**src/hw/rtl/amsr_pkg.sv**
```systemverilog
// Shared types and constants for the alpha mask span rectangle block.
`default_nettype none
package amsr_pkg;

    localparam int CFG_W     = 14;              // widest configuration register
    localparam int CFG_IDX_W = 3;
    localparam int POS_W     = 14;              // positions and effective tile dimensions
    localparam int STEP_W    = 3;
    localparam int ALPHA_W   = 8;
    localparam int OUT_W     = 14;
    localparam int PROD_W    = POS_W + CFG_W;   // position times logical dimension
    localparam int NUM_W     = PROD_W + 1;      // product plus rounding bias
    localparam int CNT_W     = $clog2(NUM_W);
    localparam int JQ_DEPTH  = 2;

    localparam logic [CFG_W-1:0]   RST_DIM  = CFG_W'(1);
    localparam logic [STEP_W-1:0]  RST_STEP = STEP_W'(2);
    localparam logic [ALPHA_W-1:0] RST_THR  = ALPHA_W'(8);

    typedef enum logic [CFG_IDX_W-1:0] {
        REG_TILE_W    = 3'd0,
        REG_TILE_H    = 3'd1,
        REG_LOGICAL_W = 3'd2,
        REG_LOGICAL_H = 3'd3,
        REG_STEP      = 3'd4,
        REG_ALPHA_THR = 3'd5
    } t_reg_idx;

    // tile dimensions and step already clamped to usable values
    typedef struct packed {
        logic [POS_W-1:0]   tw;
        logic [POS_W-1:0]   th;
        logic [CFG_W-1:0]   lw;
        logic [CFG_W-1:0]   lh;
        logic [STEP_W-1:0]  step;
        logic [ALPHA_W-1:0] thr;
    } t_cfg;

    // one rectangle in physical units, waiting for scaling
    typedef struct packed {
        logic [POS_W-1:0] x_lo;
        logic [POS_W-1:0] x_hi;
        logic [POS_W-1:0] y_lo;
        logic [POS_W-1:0] y_hi;
    } t_job;

    typedef enum logic [1:0] {
        OP_X_LO = 2'd0,
        OP_X_HI = 2'd1,
        OP_Y_LO = 2'd2,
        OP_Y_HI = 2'd3
    } t_op;

    typedef enum logic [2:0] {
        BK_IDLE = 3'd0,
        BK_MUL  = 3'd1,
        BK_LOAD = 3'd2,
        BK_DIV  = 3'd3,
        BK_DONE = 3'd4
    } t_bstate;

endpackage
`default_nettype wire

```
**src/hw/rtl/alpha_mask_span_rectangles.sv**
```systemverilog
// Top level: configuration registers, front end, job queue and scaling back end.
//
//  channel   | signals                                  | word
//  ----------+------------------------------------------+----------------------------
//  samples   | push, full, i_alpha                      | one alpha byte
//  rects     | empty, pop, o_rect_x/y/w/h               | one rectangle, logical units
//  config    | i_cfg_we, i_cfg_idx, i_cfg_data          | one register write
//
//  The front end takes a sample every cycle while the two-entry job queue has room.
//  Each rectangle costs four scalings in the back end, each one multiply, one
//  load and a bit-serial divide, plus take and hand-over; the next job is taken only after hand-over.
//  A rectangle waits in the output register until popped; the queue absorbs the rest.
//  Reset is synchronous and needs no clearing pass; the registers return to defaults.
`default_nettype none
module alpha_mask_span_rectangles #(
    parameter int MAX_DIM = 8192
) (
    input  wire logic                            i_clk,
    input  wire logic                            i_rst_n,
    input  wire logic                            push,
    output logic                                 full,
    input  wire logic [amsr_pkg::ALPHA_W-1:0]    i_alpha,
    output logic                                 empty,
    input  wire logic                            pop,
    output logic [amsr_pkg::OUT_W-1:0]           o_rect_x,
    output logic [amsr_pkg::OUT_W-1:0]           o_rect_y,
    output logic [amsr_pkg::OUT_W-1:0]           o_rect_w,
    output logic [amsr_pkg::OUT_W-1:0]           o_rect_h,
    input  wire logic                            i_cfg_we,
    input  wire logic [amsr_pkg::CFG_IDX_W-1:0]  i_cfg_idx,
    input  wire logic [amsr_pkg::CFG_W-1:0]      i_cfg_data
);

    localparam int CW = amsr_pkg::CFG_W;
    localparam int PW = amsr_pkg::POS_W;

    logic [CW-1:0]                   r_tile_w, r_tile_h, r_log_w, r_log_h;
    logic [amsr_pkg::STEP_W-1:0]     r_step;
    logic [amsr_pkg::ALPHA_W-1:0]    r_thr;

    amsr_pkg::t_cfg  cfg;
    amsr_pkg::t_job  fe_job, q_job;
    logic            accept, fe_job_valid, q_valid, q_full, job_take, pop_ok;

    always_ff @(posedge i_clk) begin
        if (!i_rst_n) begin
            r_tile_w <= amsr_pkg::RST_DIM;
            r_tile_h <= amsr_pkg::RST_DIM;
            r_log_w  <= amsr_pkg::RST_DIM;
            r_log_h  <= amsr_pkg::RST_DIM;
            r_step   <= amsr_pkg::RST_STEP;
            r_thr    <= amsr_pkg::RST_THR;
        end else if (i_cfg_we) begin
            unique case (i_cfg_idx)
                amsr_pkg::REG_TILE_W:    r_tile_w <= i_cfg_data;
                amsr_pkg::REG_TILE_H:    r_tile_h <= i_cfg_data;
                amsr_pkg::REG_LOGICAL_W: r_log_w  <= i_cfg_data;
                amsr_pkg::REG_LOGICAL_H: r_log_h  <= i_cfg_data;
                amsr_pkg::REG_STEP:      r_step   <= i_cfg_data[amsr_pkg::STEP_W-1:0];
                amsr_pkg::REG_ALPHA_THR: r_thr    <= i_cfg_data[amsr_pkg::ALPHA_W-1:0];
                default: ;
            endcase
        end
    end

    // zero counts as one, oversized tiles clamp to MAX_DIM
    always_comb begin
        if (r_tile_w == '0) begin
            cfg.tw = PW'(1);
        end else if (32'(r_tile_w) > 32'(MAX_DIM)) begin
            cfg.tw = PW'(MAX_DIM);
        end else begin
            cfg.tw = PW'(r_tile_w);
        end
        if (r_tile_h == '0) begin
            cfg.th = PW'(1);
        end else if (32'(r_tile_h) > 32'(MAX_DIM)) begin
            cfg.th = PW'(MAX_DIM);
        end else begin
            cfg.th = PW'(r_tile_h);
        end
        cfg.lw   = r_log_w;
        cfg.lh   = r_log_h;
        cfg.step = (r_step == '0) ? amsr_pkg::STEP_W'(1) : r_step;
        cfg.thr  = r_thr;
    end

    assign full   = q_full;
    assign accept = push && !q_full;
    assign pop_ok = pop && !empty;

    amsr_front u_front (
        .i_clk       (i_clk),
        .i_rst_n     (i_rst_n),
        .i_cfg       (cfg),
        .i_accept    (accept),
        .i_alpha     (i_alpha),
        .o_job_valid (fe_job_valid),
        .o_job       (fe_job)
    );

    amsr_jobq u_jobq (
        .i_clk     (i_clk),
        .i_rst_n   (i_rst_n),
        .i_wr_en   (fe_job_valid),
        .i_wr_data (fe_job),
        .i_rd_en   (job_take),
        .o_full    (q_full),
        .o_valid   (q_valid),
        .o_rd_data (q_job)
    );

    amsr_back u_back (
        .i_clk       (i_clk),
        .i_rst_n     (i_rst_n),
        .i_cfg       (cfg),
        .i_job_valid (q_valid),
        .i_job       (q_job),
        .o_job_take  (job_take),
        .i_pop       (pop_ok),
        .o_empty     (empty),
        .o_rect_x    (o_rect_x),
        .o_rect_y    (o_rect_y),
        .o_rect_w    (o_rect_w),
        .o_rect_h    (o_rect_h)
    );

endmodule
`default_nettype wire

```
**src/hw/rtl/amsr_front.sv**
```systemverilog
// Front end: sample counters, opacity test and run tracking.
`default_nettype none
module amsr_front (
    input  wire logic                          i_clk,
    input  wire logic                          i_rst_n,
    input  wire amsr_pkg::t_cfg                i_cfg,
    input  wire logic                          i_accept,
    input  wire logic [amsr_pkg::ALPHA_W-1:0]  i_alpha,
    output logic                               o_job_valid,
    output amsr_pkg::t_job                     o_job
);

    localparam int PW = amsr_pkg::POS_W;

    logic [PW-1:0] r_col, n_col;
    logic [PW-1:0] r_row, n_row;
    logic          r_run_open, n_run_open;
    logic [PW-1:0] r_run_start, n_run_start;

    logic          opaque, last, emit_end, emit_last, open_now, row_wrap;
    logic [PW:0]   col_sum, row_sum;
    logic [PW-1:0] bottom;

    always_comb begin
        opaque    = i_alpha > i_cfg.thr;
        col_sum   = {1'b0, r_col} + (PW+1)'(i_cfg.step);
        row_sum   = {1'b0, r_row} + (PW+1)'(i_cfg.step);
        last      = col_sum >= {1'b0, i_cfg.tw};
        row_wrap  = row_sum >= {1'b0, i_cfg.th};
        bottom    = row_wrap ? i_cfg.th : row_sum[PW-1:0];
        open_now  = r_run_open || opaque;
        emit_end  = !opaque && r_run_open;
        emit_last = last && open_now && !emit_end;

        n_run_start = (opaque && !r_run_open) ? r_col : r_run_start;
        n_run_open  = open_now && !emit_end && !last;
        if (last) begin
            n_col = '0;
            n_row = row_wrap ? '0 : row_sum[PW-1:0];
        end else begin
            n_col = col_sum[PW-1:0];
            n_row = r_row;
        end

        o_job_valid = i_accept && (emit_end || emit_last);
        o_job.x_lo  = n_run_start;
        o_job.x_hi  = emit_end ? r_col : i_cfg.tw;
        o_job.y_lo  = r_row;
        o_job.y_hi  = bottom;
    end

    always_ff @(posedge i_clk) begin
        if (!i_rst_n) begin
            r_col       <= '0;
            r_row       <= '0;
            r_run_open  <= 1'b0;
            r_run_start <= '0;
        end else if (i_accept) begin
            r_col       <= n_col;
            r_row       <= n_row;
            r_run_open  <= n_run_open;
            r_run_start <= n_run_start;
        end
    end

endmodule
`default_nettype wire

```
**src/hw/rtl/amsr_jobq.sv**
```systemverilog
// Short queue of rectangle jobs between front and back end.
`default_nettype none
module amsr_jobq (
    input  wire logic            i_clk,
    input  wire logic            i_rst_n,
    input  wire logic            i_wr_en,
    input  wire amsr_pkg::t_job  i_wr_data,
    input  wire logic            i_rd_en,
    output logic                 o_full,
    output logic                 o_valid,
    output amsr_pkg::t_job       o_rd_data
);

    localparam int DEPTH = amsr_pkg::JQ_DEPTH;
    localparam int PTR_W = $clog2(DEPTH);
    localparam int CNT_W = $clog2(DEPTH + 1);

    amsr_pkg::t_job    r_mem [DEPTH];
    logic [PTR_W-1:0]  r_wr_ptr, r_rd_ptr;
    logic [CNT_W-1:0]  r_count;
    logic              do_wr, do_rd;

    assign o_full    = r_count == CNT_W'(DEPTH);
    assign o_valid   = r_count != '0;
    assign o_rd_data = r_mem[r_rd_ptr];
    assign do_wr     = i_wr_en && !o_full;
    assign do_rd     = i_rd_en && o_valid;

    always_ff @(posedge i_clk) begin
        if (do_wr) begin
            r_mem[r_wr_ptr] <= i_wr_data;
        end
    end

    always_ff @(posedge i_clk) begin
        if (!i_rst_n) begin
            r_wr_ptr <= '0;
            r_rd_ptr <= '0;
            r_count  <= '0;
        end else begin
            if (do_wr) begin
                r_wr_ptr <= (r_wr_ptr == PTR_W'(DEPTH - 1)) ? '0 : r_wr_ptr + 1'b1;
            end
            if (do_rd) begin
                r_rd_ptr <= (r_rd_ptr == PTR_W'(DEPTH - 1)) ? '0 : r_rd_ptr + 1'b1;
            end
            if (do_wr && !do_rd) begin
                r_count <= r_count + 1'b1;
            end else if (do_rd && !do_wr) begin
                r_count <= r_count - 1'b1;
            end
        end
    end

endmodule
`default_nettype wire

```
**src/hw/rtl/amsr_back.sv**
```systemverilog
// Back end: scales a job to logical units with one multiplier and one bit-serial divider.
`default_nettype none
module amsr_back (
    input  wire logic                         i_clk,
    input  wire logic                         i_rst_n,
    input  wire amsr_pkg::t_cfg               i_cfg,
    input  wire logic                         i_job_valid,
    input  wire amsr_pkg::t_job               i_job,
    output logic                              o_job_take,
    input  wire logic                         i_pop,
    output logic                              o_empty,
    output logic [amsr_pkg::OUT_W-1:0]        o_rect_x,
    output logic [amsr_pkg::OUT_W-1:0]        o_rect_y,
    output logic [amsr_pkg::OUT_W-1:0]        o_rect_w,
    output logic [amsr_pkg::OUT_W-1:0]        o_rect_h
);

    localparam int PW  = amsr_pkg::POS_W;
    localparam int NW  = amsr_pkg::NUM_W;
    localparam int CW  = amsr_pkg::CNT_W;
    localparam int OW  = amsr_pkg::OUT_W;

    amsr_pkg::t_bstate              r_state, n_state;
    amsr_pkg::t_op                  r_op;
    amsr_pkg::t_job                 r_job;
    logic [CW-1:0]                  r_cnt;
    logic [amsr_pkg::PROD_W-1:0]    r_prod;
    logic [NW-1:0]                  r_num;
    logic [PW-1:0]                  r_rem;
    logic [NW-1:0]                  r_q [4];
    logic                           r_out_valid;
    logic [OW-1:0]                  r_rect_x, r_rect_y, r_rect_w, r_rect_h;

    logic [PW-1:0]                  opnd, divisor, bias;
    logic [amsr_pkg::CFG_W-1:0]     lmul;
    logic [PW:0]                    rem_sh, rem_nx;
    logic                           ge, div_last, out_free, fin;
    logic [NW-1:0]                  num_nx, w_full, h_full;

    always_comb begin
        unique case (r_op)
            amsr_pkg::OP_X_LO: opnd = r_job.x_lo;
            amsr_pkg::OP_X_HI: opnd = r_job.x_hi;
            amsr_pkg::OP_Y_LO: opnd = r_job.y_lo;
            amsr_pkg::OP_Y_HI: opnd = r_job.y_hi;
            default:           opnd = r_job.x_lo;
        endcase
        if (r_op == amsr_pkg::OP_X_LO || r_op == amsr_pkg::OP_X_HI) begin
            lmul    = i_cfg.lw;
            divisor = i_cfg.tw;
        end else begin
            lmul    = i_cfg.lh;
            divisor = i_cfg.th;
        end
        // right and bottom edges round up
        bias = (r_op == amsr_pkg::OP_X_HI || r_op == amsr_pkg::OP_Y_HI) ?
               divisor - 1'b1 : '0;

        rem_sh   = {r_rem, r_num[NW-1]};
        ge       = rem_sh >= {1'b0, divisor};
        rem_nx   = ge ? rem_sh - {1'b0, divisor} : rem_sh;
        num_nx   = {r_num[NW-2:0], ge};
        div_last = r_cnt == CW'(NW - 1);

        w_full = (r_q[amsr_pkg::OP_X_HI] > r_q[amsr_pkg::OP_X_LO]) ?
                 r_q[amsr_pkg::OP_X_HI] - r_q[amsr_pkg::OP_X_LO] : '0;
        h_full = (r_q[amsr_pkg::OP_Y_HI] > r_q[amsr_pkg::OP_Y_LO]) ?
                 r_q[amsr_pkg::OP_Y_HI] - r_q[amsr_pkg::OP_Y_LO] : '0;
        out_free = !r_out_valid || i_pop;
    end

    always_comb begin
        n_state = r_state;
        unique case (r_state)
            amsr_pkg::BK_IDLE: if (i_job_valid) n_state = amsr_pkg::BK_MUL;
            amsr_pkg::BK_MUL:  n_state = amsr_pkg::BK_LOAD;
            amsr_pkg::BK_LOAD: n_state = amsr_pkg::BK_DIV;
            amsr_pkg::BK_DIV: begin
                if (div_last) begin
                    n_state = (r_op == amsr_pkg::OP_Y_HI) ? amsr_pkg::BK_DONE
                                                          : amsr_pkg::BK_MUL;
                end
            end
            amsr_pkg::BK_DONE: if (out_free) n_state = amsr_pkg::BK_IDLE;
            default:           n_state = amsr_pkg::BK_IDLE;
        endcase
    end

    always_comb begin
        o_job_take = (r_state == amsr_pkg::BK_IDLE) && i_job_valid;
        fin        = (r_state == amsr_pkg::BK_DONE) && out_free;
    end

    always_ff @(posedge i_clk) begin
        if (!i_rst_n) begin
            r_state     <= amsr_pkg::BK_IDLE;
            r_op        <= amsr_pkg::OP_X_LO;
            r_out_valid <= 1'b0;
        end else begin
            r_state <= n_state;
            if (o_job_take) begin
                r_op <= amsr_pkg::OP_X_LO;
            end else if (r_state == amsr_pkg::BK_DIV && div_last) begin
                r_op <= amsr_pkg::t_op'(r_op + 2'd1);
            end
            if (fin) begin
                r_out_valid <= 1'b1;
            end else if (i_pop) begin
                r_out_valid <= 1'b0;
            end
        end
    end

    always_ff @(posedge i_clk) begin
        if (o_job_take) begin
            r_job <= i_job;
        end
        if (r_state == amsr_pkg::BK_MUL) begin
            r_prod <= amsr_pkg::PROD_W'(opnd) * amsr_pkg::PROD_W'(lmul);
        end
        if (r_state == amsr_pkg::BK_LOAD) begin
            r_num <= NW'(r_prod) + NW'(bias);
            r_rem <= '0;
            r_cnt <= '0;
        end
        if (r_state == amsr_pkg::BK_DIV) begin
            r_num <= num_nx;
            r_rem <= rem_nx[PW-1:0];
            r_cnt <= r_cnt + 1'b1;
            if (div_last) begin
                r_q[r_op] <= num_nx;
            end
        end
        if (fin) begin
            r_rect_x <= r_q[amsr_pkg::OP_X_LO][OW-1:0];
            r_rect_y <= r_q[amsr_pkg::OP_Y_LO][OW-1:0];
            r_rect_w <= w_full[OW-1:0];
            r_rect_h <= h_full[OW-1:0];
        end
    end

    assign o_empty  = !r_out_valid;
    assign o_rect_x = r_rect_x;
    assign o_rect_y = r_rect_y;
    assign o_rect_w = r_rect_w;
    assign o_rect_h = r_rect_h;

endmodule
`default_nettype wire

```
**config.mk**
```make
export PLATFORM = sky130hd
export DESIGN_NAME = alpha_mask_span_rectangles
export DESIGN_NICKNAME = d
export VERILOG_FILES = /design/src/hw/rtl/amsr_pkg.sv /design/src/hw/rtl/alpha_mask_span_rectangles.sv /design/src/hw/rtl/amsr_front.sv /design/src/hw/rtl/amsr_jobq.sv /design/src/hw/rtl/amsr_back.sv
export SDC_FILE = /design/constraint.sdc
export NUM_CORES = 1
export LEC_CHECK = 0
export BUFFER_PORTS_ARGS = -buffer_cell sky130_fd_sc_hd__buf_2
export CORE_UTILIZATION = 60
export CTS_CLUSTER_DIAMETER = 40
export DETAILED_ROUTE_END_ITERATION = 10
export GPL_ROUTABILITY_DRIVEN = 0
export GPL_TIMING_DRIVEN = 1
export PLACE_DENSITY = 0.77
export SLEW_MARGIN = 20
export SYNTH_ARGS = -nofsm -noshare
export SYNTH_HDL_FRONTEND = slang
export SYNTH_HIERARCHICAL = 1
export SYNTH_SLANG_ARGS = --single-unit
```
**constraint.sdc**
```tcl
create_clock -name i_clk -period 13.4 [get_ports i_clk]
set_input_delay 1.34 -clock i_clk [delete_from_list [all_inputs] [get_ports i_clk]]
set_output_delay 1.34 -clock i_clk [all_outputs]
set_load 0.05 [all_outputs]
```
# Yosys cells after proc, flatten, opt, wreduce, memory -nomap -nowiden
# Memory sizes are Yosys's and may differ from the RTL's. A register that Yosys moved wholly into a read port is not among the register bits.
# Cells that the tools add are included.
# W data, S select, Z words.
# totals
out_inout_bits	58
register_bits	252
mem_bits_rw	228
mem_count	2
# classes
addsub	13
n_eq_ne	17
multipliers	1
n_lt_le_gt_ge	8
bitwise	1
mux	37
n_reduce_logical	48
# memory_table
name	depth	width	rd	rd_ports_with_merged_regs	write_ports	line_no	text
u_back.r_q	4	29	4	0	1	amsr_back.sv:30	logic [NW-1:0] r_q [4];
u_jobq.r_mem	2	56	1	1	1	amsr_jobq.sv:18	amsr_pkg::t_job r_mem [DEPTH];
# ops
operator	count
$mux W14	15
$gt A29 B29 Y1	2
$mux W29	2
$pmux W14 S4	1
$ge A15 B14 Y1	3
$sub A14 B14 Y14	3
$add A14 B3 Y15	2
$add A28 B14 Y29	1
$gt A14 B14 Y1 const B	2
$logic_not A14 Y1	2
$mul A14 B14 Y28	1
$logic_and A1 B1 Y1	16
$mux W3	5
$pmux W3 S5	1
$reduce_and A2 Y1	7
$sub A14 B1 Y14 const B	1
$eq A3 B2 Y1 const B	4
$mux W5	2
$eq A3 B3 Y1 const B	3
$logic_not A3 Y1	3
$mux W1	9
$gt A8 B8 Y1	1
$logic_not A1 Y1	8
$reduce_bool A2 Y1	4
other kinds (15)	27

# Depth between registers and ports, before layout
# Gate-level depths: netlist (run 1).
# depth
depth_word	13
ltp_mapped	30
ltp_nobuf	27

# Modules after synthesis
# Netlist (run 1), hierarchy kept.
# modules_own_cells
module	instances	area_each_um2	cells_each	seq_area_each_um2
amsr_back	1	21366.7	1893	9248.9
amsr_jobq	1	4270.3	199	3463.3
amsr_front	1	3947.5	476	860.8
alpha_mask_span_rectangles	1	2735.1	326	1341.3

# Worst setup path after synthesis (run 1)
# No wires, ideal clock.
# synth_path
path_type	register -> register
startpoint	register u_jobq.r_count[0]
endpoint	register u_jobq.r_count[1]
path_stages_with_launch	8
t_required_ns	13.330
arrival_ns	8.174
slack_ns	5.156
setup_time_ns	0.070
synth_period_minus_slack_ns	8.244
cell_sequence	dfxtp_1 -> or2_2 -> nor4b_1 -> o21ai_1 -> ha_1 -> xor2_1 -> or3_1 -> a21boi_1
# synth_via
elab_cells_between_ends	17
classes_between	add/sub: 2; eq/ne: 1; mux: 2; reduce/logical: 12
# synth_rtl
element	line_no	text
from (decl)	amsr_jobq.sv:20	logic [CNT_W-1:0] r_count;
from (signal assigned)	amsr_jobq.sv:48	r_count <= r_count + 1'b1;
from (signal assigned)	amsr_jobq.sv:50	r_count <= r_count - 1'b1;
$reduce_bool A2 Y1 *	amsr_jobq.sv:24	assign o_valid = r_count != '0;
net q_valid	alpha_mask_span_rectangles.sv:43	logic accept, fe_job_valid, q_valid, q_full, job_take, pop_ok;
$logic_and A1 B1 Y1 *	amsr_back.sv:90	o_job_take = (r_state == amsr_pkg::BK_IDLE) && i_job_valid;
net job_take	alpha_mask_span_rectangles.sv:43	
$logic_and A1 B1 Y1 *	amsr_jobq.sv:27	assign do_rd = i_rd_en && o_valid;
$logic_not A1 Y1	amsr_jobq.sv:47	if (do_wr && !do_rd) begin
$logic_and A1 B1 Y1	amsr_jobq.sv:47	
$mux W2 / $reduce_bool A2 Y1 (equally long branches)	--	
# The timed path passes the listed nets; every way through them passes the cells marked *. The select of a mux whose other input is x is not followed.
# A chain may end at the register's enable or synchronous reset.

# Worst setup path after layout (run 1)
# layout_path
startpoint	register u_back.r_op[1]
endpoint	register u_back/r_prod[24] in the netlist's numbering, data pin
# layout_via
elab_chain_len	4
elab_cells_between_ends	8
classes_between	mul: 1; eq/ne: 3; mux: 2; reduce/logical: 2
# layout_rtl
element	line_no	text
from (decl)	amsr_back.sv:24	amsr_pkg::t_op r_op;
from (signal assigned)	amsr_back.sv:97	r_op <= amsr_pkg::OP_X_LO;
from (signal assigned)	amsr_back.sv:102	r_op <= amsr_pkg::OP_X_LO;
from (signal assigned)	amsr_back.sv:104	r_op <= amsr_pkg::t_op'(r_op + 2'd1);
parallel branches: the longest is 3 deep, another holds $pmux W14 S4	--	
$mul A14 B14 Y28 *	amsr_back.sv:119	r_prod <= amsr_pkg::PROD_W'(opnd) * amsr_pkg::PROD_W'(lmul);
to (signal assigned)	amsr_back.sv:119	
to (decl)	amsr_back.sv:27	logic [amsr_pkg::PROD_W-1:0] r_prod;
# Mark *: on every way between the ends.

==> metrics.md, run 1 <==
| Metric | Value |
|---|---|
| Total CTS buffers | 72 |
| Power Dens Cells | 145.7 nW/um2 |
| CTS tree | done |
| Via-to-Cell Ratio | 6.006 |
| Cell depth of the worst setup path | 27 |
| FF+latch count, synth | 537 |
| Synth-to-Final Area Change | 10.94% |
| Reg2reg path depth | 27 |
| CORE AREA | 52870 um2 |
| Synth area leader | edfxtp_1 |
| Cell Area, Synth | 32320 um2 |
| Critical Path Source Type | flip-flop |
| Top post-synthesis cells by area | edfxtp_1, fa_1, ha_1 |
| Mapped Avg Cell Area | 11.17 um2 |
| WHS Path Cells | 0 |
| Initial Utilization | 0.6114 |
| Endpoint class of the critical path | flip-flop |
| R2R Path End | u_back/r_prod[24] |
| Wirelength, routed | 75580 um |
| WP buf/inv | 8 |
| Cell variety after synth | 96 |
| Hold Path Origin | u_back/r_q[2][2] |
| Total gr overflow | 0 |
| Vias post-DR | 22.41k |
| RSZ-0062 raised after global routing | false |
| Hold Fails Final Rpt | 0 |
| Antenna violations before repair | 0 |
| Total GRT Usage | 0.2815 |
| Most frequent cell after synthesis | edfxtp_1 |
| Post-synth top cells | edfxtp_1, inv_1, nand2_1, ha_1, nor2_1 |
| Ratio of cells with drive above 1 in the final layout | 0.1307 |
| Crit path arrival time | 8.62 ns |
| R2R Setup Slk | 5.13 ns |
| Fin nets | 3389 |
| CP Max Fanout | 46 |
| Critical path's slowest cell | mux2i_2 |
| Yosys Warn Count | 6 |
| Fin worst setup slack | 5.126 ns |
| Worst Hold Slack | 0.4433 ns |
| # IOs | 88 |
| Dpl ws | 4.992 ns |
| CP Class | flip-flop to flip-flop |
| Number of global-route vias before repair | 22.49k |
| Max cap viols | 0 |
| H-tree levels | 3 |
| Max_slew headroom | 0.2559 |
| HPWL after detailed placement | 55240 um |
| Num rows | 84 |
| Slew Limit Fails | 0 |
| Least-Margin Pin Slew | 1.085 ns |
| Minimum clock period | 8.274 ns |
| Clk root buf | clkbuf_16 |
| Die area | 54800 um2 |
| Synthesized instance count | 2894 |
| Violated checks | DRC |
| Design area | 35860 um2 |
| Req. time, crit path | 13.74 ns |
| Total negative slack | 0 ns |
| Crit path from | u_back/r_op[1] |
| Die Y | 234.1 um |
| Chip Width | 234.1 um |
| Worst skew pair latency | 0.62 ns |
| CP top delay family | adder cells |
| Reg2reg start | u_back/r_op[1] |
| Status | finished, violations left |
| FILL cells | 3787 |
| Initial DRC count | 1722 |
| # setup viols final | 0 |
| Port Buffer Count | 87 |
| Synth top area share | 0.3865 |
| Peak VDD IR | 0.2234 mV |
| Post-synthesis net count | 3299 |
| Largest stage delay, worst path | 0.71 ns |
| Period utilization | 0.6174 |
| Async set or reset register ratio after synthesis | 0 |
| WL/cell | 20.25 um |
| Cts repair resizes | 0 |
| First-pass iteration count of the detailed router | 10 |
| Worst-path clk slew | 0.06 ns |
| Antenna Diode Count | 0 |
| CTS max path bufs | 3 |
| Postcts setup bufs | 0 |
| Setup Skew | 0.02826 ns |
| Synth Flop Type | edfxtp_1 |
| Post-place instance area | 33400 um2 |
| Largest net degree at the start of global routing | 101 |
| HP Class | flip-flop to flip-flop |
| Remaining antenna violation count | 0 |
| Hold_buf cts | 0 |
| Clk sinks | 537 |
| Post-synthesis sequential area ratio | 0.4615 |
| Top achievable clock speed | 120.9 MHz |
| Tot Pwr | 0.005225 W |
| Hold EP | u_back/o_rect_y[2] |
| Count of flip-flops with a built-in enable after synthesis | 416 |
| Drt drc | 3 |
| Most frequent CP cell | inv_1 |
| First-pass GRT wire length | 118700 um |
| Static Leak | 14.81 nW |
-- state kept, by name, summed over array words and instances, names as in the netlist, 28 cells and up, named ones only --
name and count:
u_back/r_job 56, u_jobq/r_mem 112, u_back/r_q 116, u_back/r_num 29, u_back/r_prod 28
-- how the worst max path moves through the flow --
stage | endpoint | slack [ns]
floorplan | u_jobq/r_count[1] | 5.16
detailed placement | u_back/r_prod[24] | 4.99
global route | u_back/r_prod[24] | 4.61
CTS | u_back/r_prod[24] | 4.97
finish | u_back/r_prod[24] | 5.13
global placement | u_back/r_prod[24] | 5.22
-- cells by family after synthesis --
logic type | synth area share
buffers and inverters | 0.05010
multiplexers | 0.05950
AND/OR/NAND/NOR | 0.1234
flip-flops | 0.4615
XOR/XNOR | 0.02927
adder cells (fa/ha/maj) | 0.1793
AO/OA/AOI/OAI | 0.09698
-- routing by layer --
layer  routed length (um)  global-route usage  vias up
li1                     -                   -    10368
met1                29560              0.3371    10955
met2                37520              0.4853      863
met3                 4642             0.04548      228
met4                 3863              0.1524        0
met5                    0                   0        -
-- power by group --
group          leakage, nW  internal (W)  total, W  switching [W]
Combinational         8.80      0.000378   0.00107       0.000696
Clock                 1.18       0.00116   0.00192       0.000757
Sequential            4.83       0.00211   0.00223       0.000118
Total                 14.8       0.00365   0.00522        0.00157
-- area by class of cell --
type                       instances  area [um2]  area share
tap                              688       860.8     0.02401
sequential                       537       14920      0.4160
timing repair buffer             113       634.4     0.01769
clock inverter                    49       523.0     0.01459
clock buffer                      85        1913     0.05335
inverter                         306        1149     0.03203
multi-input combinational       1954       15860      0.4424
-- cell usage in the layout, fill, tap and decap left out, drive strengths merged, types with 14 or more instances in the layout --
cell type and instances:
buf 113, mux2i 65, a21oi 122, xnor2 64
nor2b 46, o21ai 107, nor4 16, edfxtp 416
nand2 282, nand3 80, fa 147, nand4 24
xor2 44, a211oi 14, nor3 40, a21o 57
nor2 201, and2 28, mux2 113, nand2b 27
dfxtp 121, a21boi 44, clkinv 23, inv 320
ha 228, clkbuf 85, and3 18
-- per-stage QoR --
step | util | instances
3_3_place_gp | 0.6314 | 3597
2_1_floorplan | - | 2894
4_1_cts | 0.6778 | 3732
3_5_place_dp | 0.6318 | 3598
5_1_grt | 0.6783 | 3732
6_report | 0.6783 | 3732
Note: power is estimated with default switching activity, not from simulation.
==> inputs of run 2 (changes only) <==
- ABC_AREA: unset -> 1
- clock period: 13.4 -> 8 ns (I/O delays scaled with it)
==> metrics.md, run 2 <==
| Metric | Value |
|---|---|
| Crit path from | u_back/r_op[0] |
| HPWL after detailed placement | 61840 um |
| Synth Flop Type | edfxtp_1 |
| First-pass GRT wire length | 130500 um |
| Status | complete, no violations |
| Most frequent CP cell | inv_1 |
| Endpoint class of the critical path | flip-flop |
| Via-to-Cell Ratio | 5.481 |
| HP Class | flip-flop to flip-flop |
| CORE AREA | 56390 um2 |
| CP Max Fanout | 29 |
| Initial Utilization | 0.6077 |
| Antenna Diode Count | 0 |
| Worst-path clk slew | 0.06 ns |
| Minimum clock period | 7.194 ns |
| Post-synthesis sequential area ratio | 0.4353 |
| Post-synthesis net count | 4267 |
| Number of global-route vias before repair | 24.86k |
| H-tree levels | 3 |
| Fin nets | 4373 |
| Synth top area share | 0.3646 |
| Port Buffer Count | 87 |
| Req. time, crit path | 8.36 ns |
| Met3 WL | 5785 um |
| First-pass iteration count of the detailed router | 9 |
| Final Util | 0.6747 |
| Cell Area, Synth | 34260 um2 |
| Clk root buf | clkbuf_16 |
| # setup viols final | 0 |
| Mapped Avg Cell Area | 8.872 um2 |
| Wirelength, routed | 82780 um |
| Cell variety after synth | 51 |
| Fin worst setup slack | 0.8055 ns |
| Commonest non-fill, non-tap cell in the layout | nand2_1 |
| Critical Path Source Type | flip-flop |
| # IOs | 88 |
| WL/cell | 17.29 um |
| RSZ-0062 raised after global routing | false |
| Count of flip-flops with a built-in enable after synthesis | 416 |
| Largest register FFs | 116 |
| Hold Fails Final Rpt | 0 |
| Cts repair resizes | 0 |
| Dpl ws | 0.9820 ns |
| Yosys Warn Count | 6 |
| CP top delay family | adder cells |
| Power Dens Cells | 260.0 nW/um2 |
| Worst Hold Slack | 0.4433 ns |
| Top layer in use | met4 |
| Remaining antenna violation count | 0 |
| Met2 Wirelength | 39180 um |
| Max cap viols | 0 |
| Max_slew headroom | 0.2325 |
| Setup Skew | 0.03284 ns |
| Top post-synthesis cells by area | edfxtp_1, nand2_1, fa_1 |
| Chip Width | 241.0 um |
| Synth-to-Final Area Change | 11.04% |
| CTS max path bufs | 3 |
| Postcts setup bufs | 0 |
| Slew Limit Fails | 0 |
| Least-Margin Pin Slew | 1.141 ns |
| Peak VDD IR | 0.2217 mV |
| CTS tree | done |
| Leading registers by flop count | u_back/r_q x116, u_jobq/r_mem x112, u_back/r_job x56 |
| Crit path arrival time | 7.55 ns |
| CP Class | flip-flop to flip-flop |
| Drt drc | 0 |
| Synthesized instance count | 3862 |
| Total gr overflow | 0 |
| Largest register by flop count | u_back/r_q |
| Top achievable clock speed | 139.0 MHz |
| Total negative slack | 0 ns |
| Die area | 58070 um2 |
| Total CTS buffers | 77 |
| Period utilization | 0.8993 |
| Post-synth top cells | nand2_1, inv_1, nor2_1, edfxtp_1, ha_1 |
| Antenna violations before repair | 0 |
| Synth area leader | edfxtp_1 |
| Reg2reg start | u_back/r_op[0] |
| Async set or reset register ratio after synthesis | 0 |
| Critical path's slowest cell | nor2_4 |
| Largest stage delay, worst path | 0.63 ns |
| Worst skew pair latency | 0.63 ns |
| WP buf/inv | 9 |
| Static Leak | 17.31 nW |
| FF+latch count, synth | 537 |
| Post-place instance area | 35410 um2 |
| Hold_buf cts | 0 |
| Total GRT Usage | 0.2911 |
| Vias post-DR | 26.24k |
| Most frequent cell after synthesis | nand2_1 |
| Hold Path Origin | u_back/r_q[0][12] |
| Design area | 38050 um2 |
| Clk sinks | 537 |
| Initial DRC count | 2016 |
| Ratio of cells with drive above 1 in the final layout | 0.09650 |
| Commonest non-fill, non-tap cells in the layout | nand2_1, inv_1, nor2_1, edfxtp_1, ha_1 |
| Num rows | 87 |
| Largest net degree at the start of global routing | 61 |
| Met1 wire length | 33250 um |
| Die Y | 241.0 um |
==> run 2: changes by cell type after synthesis, sizes merged, moves of 27 or more <==
cell | before | now
nand2b | 27 | 0
nand2 | 282 | 921
o21ai | 107 | 164
mux2 | 113 | 56
nand3 | 80 | 195
mux2i | 65 | 0
a21oi | 122 | 149
nor2 | 201 | 498
nand4 | 24 | 68
a21o | 57 | 9
xnor2 | 64 | 27
nor2b | 46 | 0
inv | 304 | 621
==> run 2: cell type report <==
type	count	area [um2]
fill	4444	18340
multi-input combinational	2609	16550
tap	756	945.9
timing repair buffer	114	638.1
sequential	537	14920
inverter	629	2362
clock inverter	59	644.4
clock buffer	83	1992
==> run 2: path summary, 6_finish.rpt <==
check | to | slack [ns] | cells past startpoint
setup / recovery | u_back/r_prod[26] | 0.81 | 27
hold / removal | u_back/o_rect_x[12] | 0.44 | 0
setup reg to reg | u_back/r_prod[26] | 0.81 | 27
hold reg to reg | u_back/o_rect_x[12] | 0.44 | 0
==> run 2: per-layer routing <==
layer,GRT usage,vias to the layer above
met2,0.4822,1006
met1,0.3652,12265
met5,0,-
met3,0.04998,254
met4,0.1548,0
li1,-,12711
==> run 2: where the power goes <==
part / switching, W / total, W / internal [W] / leakage (nW)
Combinational: 0.00169 / 0.00253 / 0.000841 / 11.2
Sequential: 0.000320 / 0.00396 / 0.00364 / 4.83
Clock: 0.00135 / 0.00340 / 0.00205 / 1.27
Total: 0.00336 / 0.00989 / 0.00653 / 17.3
==> run 2: stage by stage <==
step	cells	total power [W]
after floorplan	3862	0.005738
after global placement	4645	0.006430
after detailed placement	4645	0.006483
after CTS	4787	0.009913
after global routing	4787	0.01036
final	4787	0.009893
==> run 2: logic make-up after synthesis <==
| family | share of synthesized area |
|---|---|
| buffers and inverters | 0.08344 |
| AO/OA/AOI/OAI | 0.06310 |
| flip-flops | 0.4353 |
| XOR/XNOR | 0.01713 |
| adder cells (fa/ha/maj) | 0.1691 |
| multiplexers | 0.02279 |
| AND/OR/NAND/NOR | 0.2091 |
